**config.mk**
```make
export PLATFORM = sky130hd
export DESIGN_NAME = acc_front
export DESIGN_NICKNAME = d
export VERILOG_FILES = /design/src/hw/rtl/acc_pkg.sv /design/src/hw/rtl/acc_front.sv
export SDC_FILE = /design/constraint.sdc
export NUM_CORES = 1
export LEC_CHECK = 0
export CORE_MARGIN = 1.5
export CORE_UTILIZATION = 65
export CTS_CLUSTER_SIZE = 8
export DETAILED_ROUTE_END_ITERATION = 6
export DONT_BUFFER_PORTS = 1
export PLACE_DENSITY = 0.86
export SLEW_MARGIN = 20
export SYNTH_ARGS = -nofsm -noshare
export SYNTH_HDL_FRONTEND = slang
export SYNTH_SLANG_ARGS = --single-unit
```
**constraint.sdc**
```tcl
create_clock -name clk -period 16.7 [get_ports clk]
set_input_delay 0 -clock clk [delete_from_list [all_inputs] [get_ports clk]]
set_output_delay 0 -clock clk [all_outputs]
set_load 0.01 [all_outputs]
```
**src/hw/rtl/acc_pkg.sv**
```systemverilog
// ----------------------------------------------------------------------------
// acc_pkg
// Types and constants of the alpha chamfer center block.
// ----------------------------------------------------------------------------
package acc_pkg;

	localparam int DIST_W = 10;
	localparam logic [DIST_W-1:0] INF_MARGIN = 10'd10;
	localparam logic [7:0] THRESH_RST = 8'd77;

	localparam logic [1:0] CFG_THRESH = 2'd0;
	localparam logic [1:0] CFG_WIDTH  = 2'd1;
	localparam logic [1:0] CFG_HEIGHT = 2'd2;

	typedef struct packed {
		logic [7:0] alpha;
		logic       last_pixel;
	} req_t;

	typedef struct packed {
		logic [15:0] center_x_fixed;
		logic        found;
		logic        method;
	} rsp_t;

	// frame job handed from the load front to the compute back
	typedef struct packed {
		logic [20:0] count;
		logic [10:0] w;
		logic [10:0] h;
		logic [10:0] min_x;
		logic [10:0] max_x;
		logic        any;
	} job_t;

endpackage

```
**src/hw/rtl/acc_front.sv**
```systemverilog
// ----------------------------------------------------------------------------
// acc_front
// Pixel load front: classifies pixels, tracks opaque bounds, posts frame jobs.
// ----------------------------------------------------------------------------
module acc_front #(
	parameter int MAX_WIDTH  = 256,
	parameter int MAX_HEIGHT = 256
) (
	input  logic         clk,
	input  logic         arst_n,
	input  logic         start,
	input  acc_pkg::req_t req,
	input  logic [7:0]   thresh,
	input  logic [10:0]  w_use,
	input  logic [10:0]  h_use,
	input  logic         hold,
	output logic         pix_we,
	output logic [$clog2(MAX_WIDTH*MAX_HEIGHT+1)-1:0] pix_addr,
	output logic         pix_opq,
	output logic         job_valid,
	output acc_pkg::job_t job
);
	import acc_pkg::*;
	localparam int CW = $clog2(MAX_WIDTH*MAX_HEIGHT+1);

	logic [CW-1:0] cnt_q;
	logic [10:0] x_q, min_q, max_q;
	logic any_q;
	logic [21:0] n;
	logic inb, opq;

	assign n = 22'(w_use) * 22'(h_use);
	assign inb = 22'(cnt_q) < n;
	assign opq = req.alpha > thresh;
	assign pix_we = start && !hold && inb;
	assign pix_addr = cnt_q;
	assign pix_opq = opq;

	always_ff @(posedge clk or negedge arst_n) begin
		if (!arst_n) begin
			cnt_q <= '0; x_q <= '0; max_q <= '0; any_q <= 1'b0;
			min_q <= (MAX_WIDTH < 256) ? 11'(MAX_WIDTH) : 11'd256;
			job_valid <= 1'b0; job <= '0;
		end else begin
			job_valid <= 1'b0;
			if (start && !hold) begin
				if (inb) begin
					cnt_q <= cnt_q + 1'b1;
					x_q <= (x_q + 11'd1 >= w_use) ? 11'd0 : x_q + 11'd1;
					if (opq) begin
						if (x_q < min_q) min_q <= x_q;
						if (!any_q || x_q > max_q) max_q <= x_q;
						any_q <= 1'b1;
					end
				end
				if (req.last_pixel) begin
					job_valid <= 1'b1;
					job.count <= 21'(cnt_q) + 21'(inb);
					job.w <= w_use; job.h <= h_use;
					if (inb && opq) begin
						job.min_x <= (x_q < min_q) ? x_q : min_q;
						job.max_x <= (!any_q || x_q > max_q) ? x_q : max_q;
					end else begin
						job.min_x <= min_q; job.max_x <= max_q;
					end
					job.any <= any_q || (inb && opq);
					cnt_q <= '0; x_q <= '0; any_q <= 1'b0; min_q <= w_use;
				end
			end
		end
	end
endmodule

```
* Yosys cells after proc, flatten, opt, wreduce, memory -nomap -nowiden
Index checks and enable logic that the tools add are counted.
Storage, ports and cells: register bits 118, bits in latches 0, bits in writable memories 0, ROM bits 0, input bits 43, output and inout bits 86, word-level logic and storage cells 50, memories kept 0
Operators by class: add/sub/neg operators 3, multipliers 1, div/mod/pow operators 0, magnitude comparators 5, equality and inequality tests 0, shift operators 0, muxes and demuxes 16, bitwise operators 0, reduce and logical (&&, ||, !) cells 13
Operator list (count):
- $mux W11 | 8
- $mux W17 | 2
- $lt A17 B22 Y1 | 1
- $mul A11 B11 Y22 | 1
- $mux W22 | 1
- $add A17 B1 Y18 | 1
- $add A17 B1 Y17 const B | 1
- $add A11 B1 Y11 const B | 1
- $ge A11 B11 Y1 | 1
- $gt A11 B11 Y1 | 1
- $lt A11 B11 Y1 | 1
- $gt A8 B8 Y1 | 1
- $reduce_and A3 Y1 | 2
- $mux W1 | 5
- $reduce_and A2 Y1 | 2
- $reduce_bool A2 Y1 | 2
- $logic_and A1 B1 Y1 | 3
- $logic_not A1 Y1 | 2
- $logic_or A1 B1 Y1 | 2

* Longest topological paths before layout
Gate-level depths: netlist of the first run.
depth after elaboration 5, mapped depth 37, gate-level depth less buffers 35

* Worst setup path after synthesis of the first run
No wires, ideal clock.
kind in2reg, start input port h_use[10], end register job[60] (netlist bit), setup time 0.134 ns, data arrival time 6.956 ns, data required time 16.566 ns, slack 9.610 ns, cell stages on the path 35, path buffers 2, cell sequence clkbuf_1 nand2_1 fa_1 fa_1 inv_1 fa_1 fa_1 inv_1 fa_1 inv_1 ha_1 and4_1 nand2_1 a21oi_1 or3_1 a21oi_1 xor2_1 ha_1 o21ai_0 nand2b_1 a21oi_1 a211oi_1 o311a_1 o2111ai_4 nor2_2 inv_1 buf_4 ha_1 nand3_1 or2_2 nor3_1 nand3_1 nor2_1 xnor2_1 o21ai_0
On the way: longest elaborated chain between the ends 3
Ends and longest elaborated chain:
- from (decl) | RTL line acc_front.sv:15 | input logic [10:0] h_use,
- $mul A11 B11 Y22 | RTL line acc_front.sv:32 | assign n = 22'(w_use) * 22'(h_use);
- $lt A17 B22 Y1 | RTL line acc_front.sv:33 | assign inb = 22'(cnt_q) < n;
- $add A17 B1 Y18 | RTL line acc_front.sv:58 | job.count <= 21'(cnt_q) + 21'(inb);
- to (decl) | RTL line acc_front.sv:21 | output acc_pkg::job_t job
No other way between the ends. A chain may end at the register's enable or synchronous reset.

* Worst setup path after layout of the first run
start input port w_use[1], end register job[60] (netlist bit)
On the way: longest elaborated chain between the ends 3
Ends and longest elaborated chain:
- from (decl) | RTL line acc_front.sv:14 | input logic [10:0] w_use,
- $mul A11 B11 Y22 | RTL line acc_front.sv:32
- $lt A17 B22 Y1 | RTL line acc_front.sv:33
- $add A17 B1 Y18 | RTL line acc_front.sv:58
No other way between the ends.

==> metrics, run 1 <==
status complete, no violations; Post-Route Setup TNS 0 ps; Ports between 100 and 150; slowest stage delay, CP approximately 550 ps; Seq/Total Area, Yosys between 20% and 30%; total gr overflow 0; row count between 40 and 50; full die area 17800 um^2; Yosys top cell by area dfrtp_1; DR vias/cell between 6 and 7; layout cells sized above 1 under 10%; worst reg2reg path endpoint job[60]; met2 Resource Use GR a little over half; Reg clk slew, reported paths roughly 60 ps; Max Root-Sink Buffers 2; RSZ-0062 raised after global routing false; worst path arrival time 7330 ps; dpl hpwl a little under 20000 um; Pre-antenna DRT Iters 6; worst r2r path cells 16; CP Capture Type flip-flop; Synth Cell Area around 11000 um^2; Post-route DRC 0; post-DR wirelength/cell ~19 um; critical path endpoint job[60]; Top FF cell, synth dfrtp_1; Worst-Skew Late Latency approximately 420 ps; area fraction of the dominant cell type after synthesis roughly a quarter; critical path's most frequent cell fa_1; max frequency about 0.14 GHz; Setup-failing EPs final 0; clock sinks ~120; setup slack, reg-to-reg around 13000 ps; Routed Antenna Nets 0; Ys Warns 0; root buf cell clkbuf_16; startpoint types primary input; EDFF count, synth 0; Max Cap Viol 0; Mean Syn Cell Area about 9 um^2; Setup crit start w_use[1]; Synth Instances roughly 1300; Final min period 7060 ps; CP top delay family adder cells; Core Box Area approximately 17000 um^2; most frequent cells in the layout 185 x nand2_1, 162 x inv_1, 120 x ha_1; met3 Track Usage GR 7.42%; Buf/Inv on CP 3; maximum fanout along the worst path 12; # diodes 0; Crit path depth 32; DRT iter0 DRCs 580; PD cells approximately 140 nW/um^2; vias in the first global route roughly 9000; port bufs 0; Slew Limit Fails 0; Area growth, synth to finish 7.66%; final hold violations 0; GRT busiest layer met2; first-pass GRT wire length approximately 45000 um; Slew @ Worst Pin between 1000 and 1500 ps; vias 8939; final WL 27200 um; synthesized flop and latch total ~120; met1 usage just over 40%; Crit path required time about 17000 ps; number of buffers created by CTS 17; Tightest Hold Check Type primary input to flip-flop; GPL Wtd Cong just over 0.9; die height ~130 um; WS Path Type primary input to flip-flop; worst flop-to-flop path startpoint pix_addr[4]; TritonCTS clock tree done; slowest library cell on the worst path fa_1; clk_skew around 7.8 ps; VDD IR max ~0.000094 V; top post-synthesis cells by area dfrtp_1 26%, fa_1 14%, ha_1 14%; initial antenna violation count 0; Initial Util between 60% and 70%; Leak 5.97 nW; total track usage 31.9%; asr flop ratio synth 100%; post-CTS sizing 0; Slew headroom ~28%; Synth cell types 77; Die X approximately 130 um; fin nets 1479; Max H-tree Level 4; final core occ between 70% and 80%; commonest non-fill, non-tap cell in the layout nand2_1; largest net degree at the start of global routing ~120; final period utilization between 40% and 50%
## metrics by stage
step	power, mW	hold slack (ps)	cell area [um^2]	worst slack (ps)	std cells
after floorplan	1.11	-296	11100	9610	1254
after global placement	1.26	-292	11100	9460	1411
after detailed placement	1.31	-292	11100	9240	1411
after CTS	1.67	8.07	11900	9670	1468
after global routing	1.82	32.1	11900	9200	1468
final	1.68	22.6	11900	9640	1468
## power breakdown
part           internal [mW]  switching (mW)
registers              0.321          0.0685
logic                  0.391           0.553
clock network          0.214           0.129
## cells in the mapped netlist (4+ instances only)
cell       number
or3_1           5
inv_1         162
o21ai_0        73
o31ai_1        16
nand2b_1       13
o211ai_1       11
mux2_4          9
nand2_1       186
clkbuf_1       54
o21a_1          9
nor2_1         54
a211oi_1        5
nand4_1        10
nor3_1          6
xor2_1         18
a21o_1         13
a31o_2          4
o21ai_1         5
a2bb2oi_1      10
mux2i_1        24
a21oi_1        55
ha_1          120
and3_1          8
xnor2_1        19
fa_1           80
dfrtp_1       114
and2_1         70
buf_4           5
nand3_1        25
## layer usage
| metal | part of all wire, % | vias up |
|---|---|---|
| met4 | 2.3 | 0 |
| li1 | - | 4106 |
| met5 | 0 | - |
| met1 | 41 | 4347 |
| met2 | 47 | 424 |
| met3 | 9.6 | 62 |
## repair_timing
item                       4_1_cts  5_1_grt
setup endpoints to repair        0        0
hold buffers                    26        0
buffers inserted                 0        0
hold endpoints to repair       159        0
## registers in the layout, indices dropped and copies added, names as in the netlist
name	cells
job_valid	1
x_q	11
any_q	1
job	63
pix_addr	17
min_q	11
max_q	11
## how the worst min path moves through the flow
stage	endpoint	slack, ps	depth (start not counted)	startpoint
floorplan	any_q	-300	0	arst_n
global placement	job[5]	-290	0	arst_n
detailed placement	job[5]	-290	0	arst_n
CTS	min_q[3]	8	3	hold
global route	min_q[3]	30	3	hold
finish	min_q[3]	20	3	hold
## layout make-up
type	instances	area, um^2
Multi-Input combinational cell	910	7290
Clock buffer	22	474
Inverter	163	612
Clock inverter	9	81.3
Timing Repair Buffer	29	300
Fill cell	1192	4680
Sequential cell	115	2880
Tap cell	220	275
## worst register-to-register path, delay by kind of cell, from the launching register on
| family | cells | cell delay, ps |
|---|---|---|
| simple gates | 7 | 1790 |
| flops | 1 | 560 |
| xor+xnor | 1 | 130 |
| buf+inv | 1 | 290 |
| fa+ha+maj | 2 | 540 |
| compound gates | 5 | 690 |
## cell families after synthesis
group | Yosys count | synth area share (%)
AOI/OAI and AO/OA | 239 | 14.3
xor gates and xnor gates | 38 | 3.08
buffers and inverters | 229 | 8.19
other | 1 | 0.0339
muxes | 34 | 3.50
DFF | 115 | 26.0
and+or+nand+nor | 396 | 16.8
adders and majority gates | 200 | 28.1
Power figures use the tool's default switching activity.
==> run 2, diff against run 1 <==
--- a/config.mk
+++ b/config.mk
@@ -6,11 +6,11 @@
 export NUM_CORES = 1
 export LEC_CHECK = 0
 export CORE_MARGIN = 1.5
-export CORE_UTILIZATION = 65
+export CORE_UTILIZATION = 60
 export CTS_CLUSTER_SIZE = 8
 export DETAILED_ROUTE_END_ITERATION = 6
 export DONT_BUFFER_PORTS = 1
-export PLACE_DENSITY = 0.86
+export PLACE_DENSITY = 0.84
 export SLEW_MARGIN = 20
 export SYNTH_ARGS = -nofsm -noshare
 export SYNTH_HDL_FRONTEND = slang
==> constraint.sdc (replaced) <==
create_clock -name clk -period 6.2 [get_ports clk]
set_input_delay 0 -clock clk [delete_from_list [all_inputs] [get_ports clk]]
set_output_delay 0 -clock clk [all_outputs]
set_load 0.01 [all_outputs]
==> metrics, run 2 (synthesis results as in run 1) <==
status complete, no violations; RSZ-0062 raised after global routing true; critical path's most frequent cell fa_1; VDD IR max 0.000347 V (+270%); Core Box Area 18000 um^2 (+8.7%); commonest non-fill, non-tap cell in the layout nand2_1; final hold violations 0 (unchanged); Hold WS 36.9 ps (+14.3 ps); Tightest Hold Check Type primary input to flip-flop; root buf cell clkbuf_16; Initial Util 61.4% (-5.3 points); WS Path Type primary input to flip-flop; Ports 129 (unchanged); Post-route DRC 0 (unchanged); CP Capture Type flip-flop; Setup-failing EPs final 0 (unchanged); row count 49 (+4.3%); final period utilization a little over nine tenths; GPL Wtd Cong 0.935 (+0.58%); DP Worst Slack -312 ps (-9550 ps); Final min period 6110 ps; DR vias/cell 6.13 (+0.72%); total track usage 31.4% (-0.50 points); port bufs 0 (unchanged); layout cells sized above 1 12.4% (+7.2 points); worst path arrival time 6460 ps (-870 ps); Reg clk slew, reported paths 60 ps (about the same); # diodes 0 (unchanged); Reg with most FFs job; final core occ 69.7% (-2.1 points); Post-Layout Cell Count 1523 (+3.7%); clk_skew 9.91 ps (+2.07 ps); Worst-Skew Late Latency 430 ps (about the same); most frequent cells in the layout 178 x nand2_1, 157 x inv_1, 114 x dfrtp_1; DRT iter0 DRCs 775 (+34%); vias in the first global route 9799 (+8.8%); PD cells 428 nW/um^2 (+200%); full die area 19300 um^2 (+8.1%); die height 139 um (+4.0%); CP top delay family adder cells; post-DR wirelength/cell 19.2 um (+3.4%); Pre-antenna DRT Iters 5 (-1); Post-Route Setup TNS 0 ps (unchanged); total gr overflow 0 (unchanged); initial antenna violation count 0 (unchanged); fin nets 1524 (+3.0%); slowest stage delay, CP 550 ps (about the same); final WL 29200 um (+7.3%); Largest register FFs 63 (unchanged); Crit path required time 6550 ps (-10410 ps); maximum fanout along the worst path 12 (unchanged); Leak 6.24 nW (+4.5%); Buf/Inv on CP 4 (+1); dpl hpwl 20700 um (+5.8%); Slew @ Worst Pin 1040 ps (-32.5 ps); max frequency 0.164 GHz; largest net degree at the start of global routing 116 (unchanged); Worst Slack Setup Final 93.3 ps (-9540 ps); Routed Antenna Nets 0 (unchanged); TritonCTS clock tree done; first-pass GRT wire length 49000 um (+9.3%); dpl cells 1462 (+3.6%); clock sinks 115 (unchanged); vias 9341 (+4.5%); Slew Limit Fails 0 (unchanged); number of buffers created by CTS 17 (unchanged); startpoint types primary input; Area growth, synth to finish 13.5%; Die X 139 um (+4.0%); slowest library cell on the worst path fa_1; Filler Cell Count 1351 (+13%); Max Root-Sink Buffers 2 (unchanged); Max Cap Viol 0 (unchanged); Slew headroom 30.2% (+2.2 points); Max H-tree Level 4 (unchanged)
## run 2: cell count changes in the layout (fill, tap and decap cells not counted), sizes merged
| cell | delta |
|---|---|
| bufinv | +1 |
| inv | +4 |
| buf | +45 |
| clkinvlp | -1 |
| clkbuf | -3 |
## run 2: cell type report
type	instances	area [um^2]	area share (%)
Tap cell	229	287	2.28
Multi-Input combinational cell	910	7540	60.0
Clock buffer	19	443	3.53
Timing Repair Buffer	74	651	5.18
Clock inverter	13	146	1.17
Sequential cell	115	2880	22.9
Inverter	163	613	4.88
## run 2: per-stage QoR
stage | cell area (um^2) | power, mW
2_1_floorplan | 11400 | 3.22
3_3_place_gp | 11600 | 3.95
3_5_place_dp | 11600 | 4.08
4_1_cts | 12500 | 5.19
5_1_grt | 12600 | 5.77
6_report | 12600 | 5.37
## run 2: power by group
part,total (mW),internal [mW],switching [mW]
Combinational,3.31,1.52,1.79
Sequential,1.05,0.864,0.183
Clock,1.01,0.608,0.406
Total,5.37,2.99,2.37
## run 2: what timing repair did
item,4_1_cts,5_1_grt
gates resized for setup,0,18
endpoints found under the hold margin,156,0
setup buffers,0,3
setup endpoints to repair,0,57
hold buffers,26,0
## run 2: metal layers
metal / vias to the layer above / global-route usage (%) / share of wire [%]
li1: 4207 / - / -
met1: 4606 / 39.0 / 40
met2: 436 / 53.2 / 49
met3: 92 / 7.18 / 7.4
met4: 0 / 12.7 / 2.9
met5: - / 0 / 0
## run 2: worst min-delay path: cells and delay by family
kind,cells,cell delay (ps)
and+or+nand+nor,1,60
AOI/OAI and AO/OA,3,340
## run 2: path summary, 6_finish.rpt
| check | startpoint | to | slack (ps) | cells past startpoint |
|---|---|---|---|---|
| max | w_use[5] | job[58] | 90 | 31 |
| min | req[0] | x_q[1] | 40 | 4 |
| min reg2reg | min_q[8] | min_q[8] | 510 | 1 |
| max in group asynchronous | arst_n | job[23] | 5500 | 2 |
| max reg2reg | x_q[4] | x_q[5] | 2530 | 12 |
| min in group asynchronous | arst_n | job[25] | 130 | 2 |
==> run 3, diff against run 2 <==
--- a/config.mk
+++ b/config.mk
@@ -5,12 +5,12 @@
 export SDC_FILE = /design/constraint.sdc
 export NUM_CORES = 1
 export LEC_CHECK = 0
-export CORE_MARGIN = 1.5
-export CORE_UTILIZATION = 60
+export CORE_MARGIN = 2
+export CORE_UTILIZATION = 65
 export CTS_CLUSTER_SIZE = 8
 export DETAILED_ROUTE_END_ITERATION = 6
 export DONT_BUFFER_PORTS = 1
-export PLACE_DENSITY = 0.84
+export PLACE_DENSITY = 0.86
 export SLEW_MARGIN = 20
 export SYNTH_ARGS = -nofsm -noshare
 export SYNTH_HDL_FRONTEND = slang
==> constraint.sdc (replaced) <==
create_clock -name clk -period 6.71 [get_ports clk]
set_input_delay 0 -clock clk [delete_from_list [all_inputs] [get_ports clk]]
set_output_delay 0 -clock clk [all_outputs]
set_load 0.01 [all_outputs]
==> metrics, run 3 (synthesis results as in run 1) <==
Slew @ Worst Pin 1040 ps (-1.04 ps); WS Path Type primary input to flip-flop; Reg clk slew, reported paths 60 ps (about the same); Post-Route Setup TNS 0 ps (unchanged); Filler Cell Count 1085 (-20%); PD cells 373 nW/um^2 (-13%); commonest non-fill, non-tap cell in the layout nand2_1; total track usage 34.1% (+2.7 points); root buf cell clkbuf_16; Clock power frac 20.8% (+1.9 points); layout cells sized above 1 7.70% (-4.7 points); DRT iter0 DRCs 932 (+20%); Slew Limit Fails 0 (unchanged); combinational share of power 57.9% (-3.7 points); dpl hpwl 20200 um (-2.1%); VDD IR max 0.000231 V (-34%); Reg with most FFs job; Max Root-Sink Buffers 2 (unchanged); startpoint types primary input; maximum fanout along the worst path 12 (unchanged); Core Box Area 16600 um^2 (-8.0%); status complete, but fails checks; final core occ 74.0% (+4.4 points); DR vias/cell 6.19 (+0.98%); Area growth, synth to finish 11.0%; final period utilization 96.1%; Worst-Skew Late Latency 430 ps (about the same); clk_skew 11.7 ps (+1.77 ps); Initial Util 66.7% (+5.3 points); final WL 29400 um (+0.64%); failing checks design-rule violations; Crit path required time 7070 ps (+520 ps); full die area 18100 um^2 (-6.1%); Max Cap Viol 0 (unchanged); Die X 134 um (-3.1%); Max H-tree Level 4 (unchanged); most frequent cells in the layout 185 x nand2_1, 162 x inv_1, 115 x ha_1; Int Pwr 2.51 mW (-16%); Power Total 4.57 mW (-15%); RSZ-0062 raised after global routing false; vias in the first global route 9492 (-3.1%); Setup-failing EPs final 0 (unchanged); GPL Wtd Cong 0.896 (-4.2%); max frequency between 0.15 and 0.2 GHz; Final min period 6450 ps; Post-route DRC 3 (+3); Leak 6.13 nW (-1.7%); Sw Pwr 2.06 mW (-13%); post-DR wirelength/cell 19.7 um (+2.7%); final hold violations 0 (unchanged); first-pass GRT wire length 48300 um (-1.5%); largest net degree at the start of global routing 116 (unchanged); Pre-antenna DRT Iters 7 (+2); Routed Antenna Nets 0 (unchanged); total gr overflow 0 (unchanged); number of buffers created by CTS 17 (unchanged); worst path arrival time 6810 ps (+350 ps); port bufs 0 (unchanged); Slew headroom 30.4% (+0.20 points); part of the power in registers 21.3% (+1.8 points); Net Sw Frac 45.0% (+0.79 points); row count 47 (-4.1%); Largest register FFs 63 (unchanged); CP Capture Type flip-flop; Ports 129 (unchanged); clock sinks 115 (unchanged); Tightest Hold Check Type primary input to flip-flop; fin nets 1502 (-1.4%); die height 134 um (-3.1%); initial antenna violation count 1 (+1); vias 9247 (-1.0%); TritonCTS clock tree done
[run 3: cell types whose count changed in the layout (fill, tap and decap cells not counted), sizes merged]
cell         change
inv              +6
diode            +1
buf             -25
dlygate4sd3      +2
clkbuf           -1
clkinv           -4
[run 3: worst paths after layout]
| kind | start | end | slack, ps | depth (start not counted) |
|---|---|---|---|---|
| worst min register to register | min_q[8] | min_q[8] | 540 | 1 |
| min in group asynchronous | arst_n | job[4] | 190 | 2 |
| worst max-delay path | w_use[2] | min_q[6] | 260 | 27 |
| max in group asynchronous | arst_n | job[44] | 6090 | 2 |
| worst max register to register | x_q[2] | x_q[5] | 3000 | 12 |
| worst min-delay path | hold | min_q[9] | 20 | 3 |
[run 3: cell type report]
| cell class | count | area, um^2 | share of cell area [%] |
|---|---|---|---|
| diodes | 1 | 2.50 | 0.0204 |
| clock buffers | 17 | 425 | 3.47 |
| clock inverters | 15 | 184 | 1.50 |
| inverters | 163 | 612 | 4.98 |
| multi-input cells | 910 | 7390 | 60.2 |
| flip-flops and latches | 115 | 2880 | 23.5 |
| well taps | 220 | 275 | 2.24 |
| repair buffers | 52 | 508 | 4.14 |
[run 3: power groups by stage]
| stage | Clock (mW) | Combinational, mW | Sequential, mW |
|---|---|---|---|
| after global placement | 0 | 2.43 | 0.977 |
| after global routing | 0.987 | 2.98 | 0.985 |
| after CTS | 0.954 | 2.57 | 0.970 |
| after floorplan | 0 | 1.98 | 0.921 |
| final | 0.951 | 2.65 | 0.973 |
| after detailed placement | 0 | 2.49 | 0.979 |
[run 3: metrics by stage]
stage / cells / hold WS (ps) / setup WS, ps / cell area, um^2
floorplan: 1254 / -296 / 0.0742 / 11200
global placement: 1426 / -294 / 93.8 / 11300
detailed placement: 1426 / -292 / 14.9 / 11300
CTS: 1486 / 6.57 / 225 / 12200
global route: 1492 / 33.8 / 2.39 / 12300
finish: 1493 / 23.3 / 261 / 12300
[run 3: layer usage]
layer  up-vias  GRT usage (%)  wire, um
met3       115           9.79      3240
met1      4385           45.1     11500
met5         -              0         0
li1       4171              -         -
met2       576           53.0     13500
met4         0           13.9      1140
[run 3: repair_timing]
action	CTS	global route
gates resized for setup	0	2
buffers inserted	0	5
hold endpoints to repair	159	0
hold buffers	28	0
setup endpoints to repair	0	2
[run 3: critical path, cell delays in order]
cell and delay, ps:
and2_1 150, fa_1 520, fa_1 520, fa_1 530, fa_1 550, inv_1 60, fa_1 570, inv_1 90
ha_4 300, and4_4 240, nand3_1 80, a21oi_1 130, and3b_1 220, xor2_1 160, ha_1 210, a211oi_1 200
o21ai_0 120, a21oi_1 120, o21ai_0 120, o311a_1 170, o2111ai_4 110, buf_4 240, o211ai_4 120, buf_12 180
a21oi_4 330, a2bb2oi_1 200, dlygate4sd3_1 570
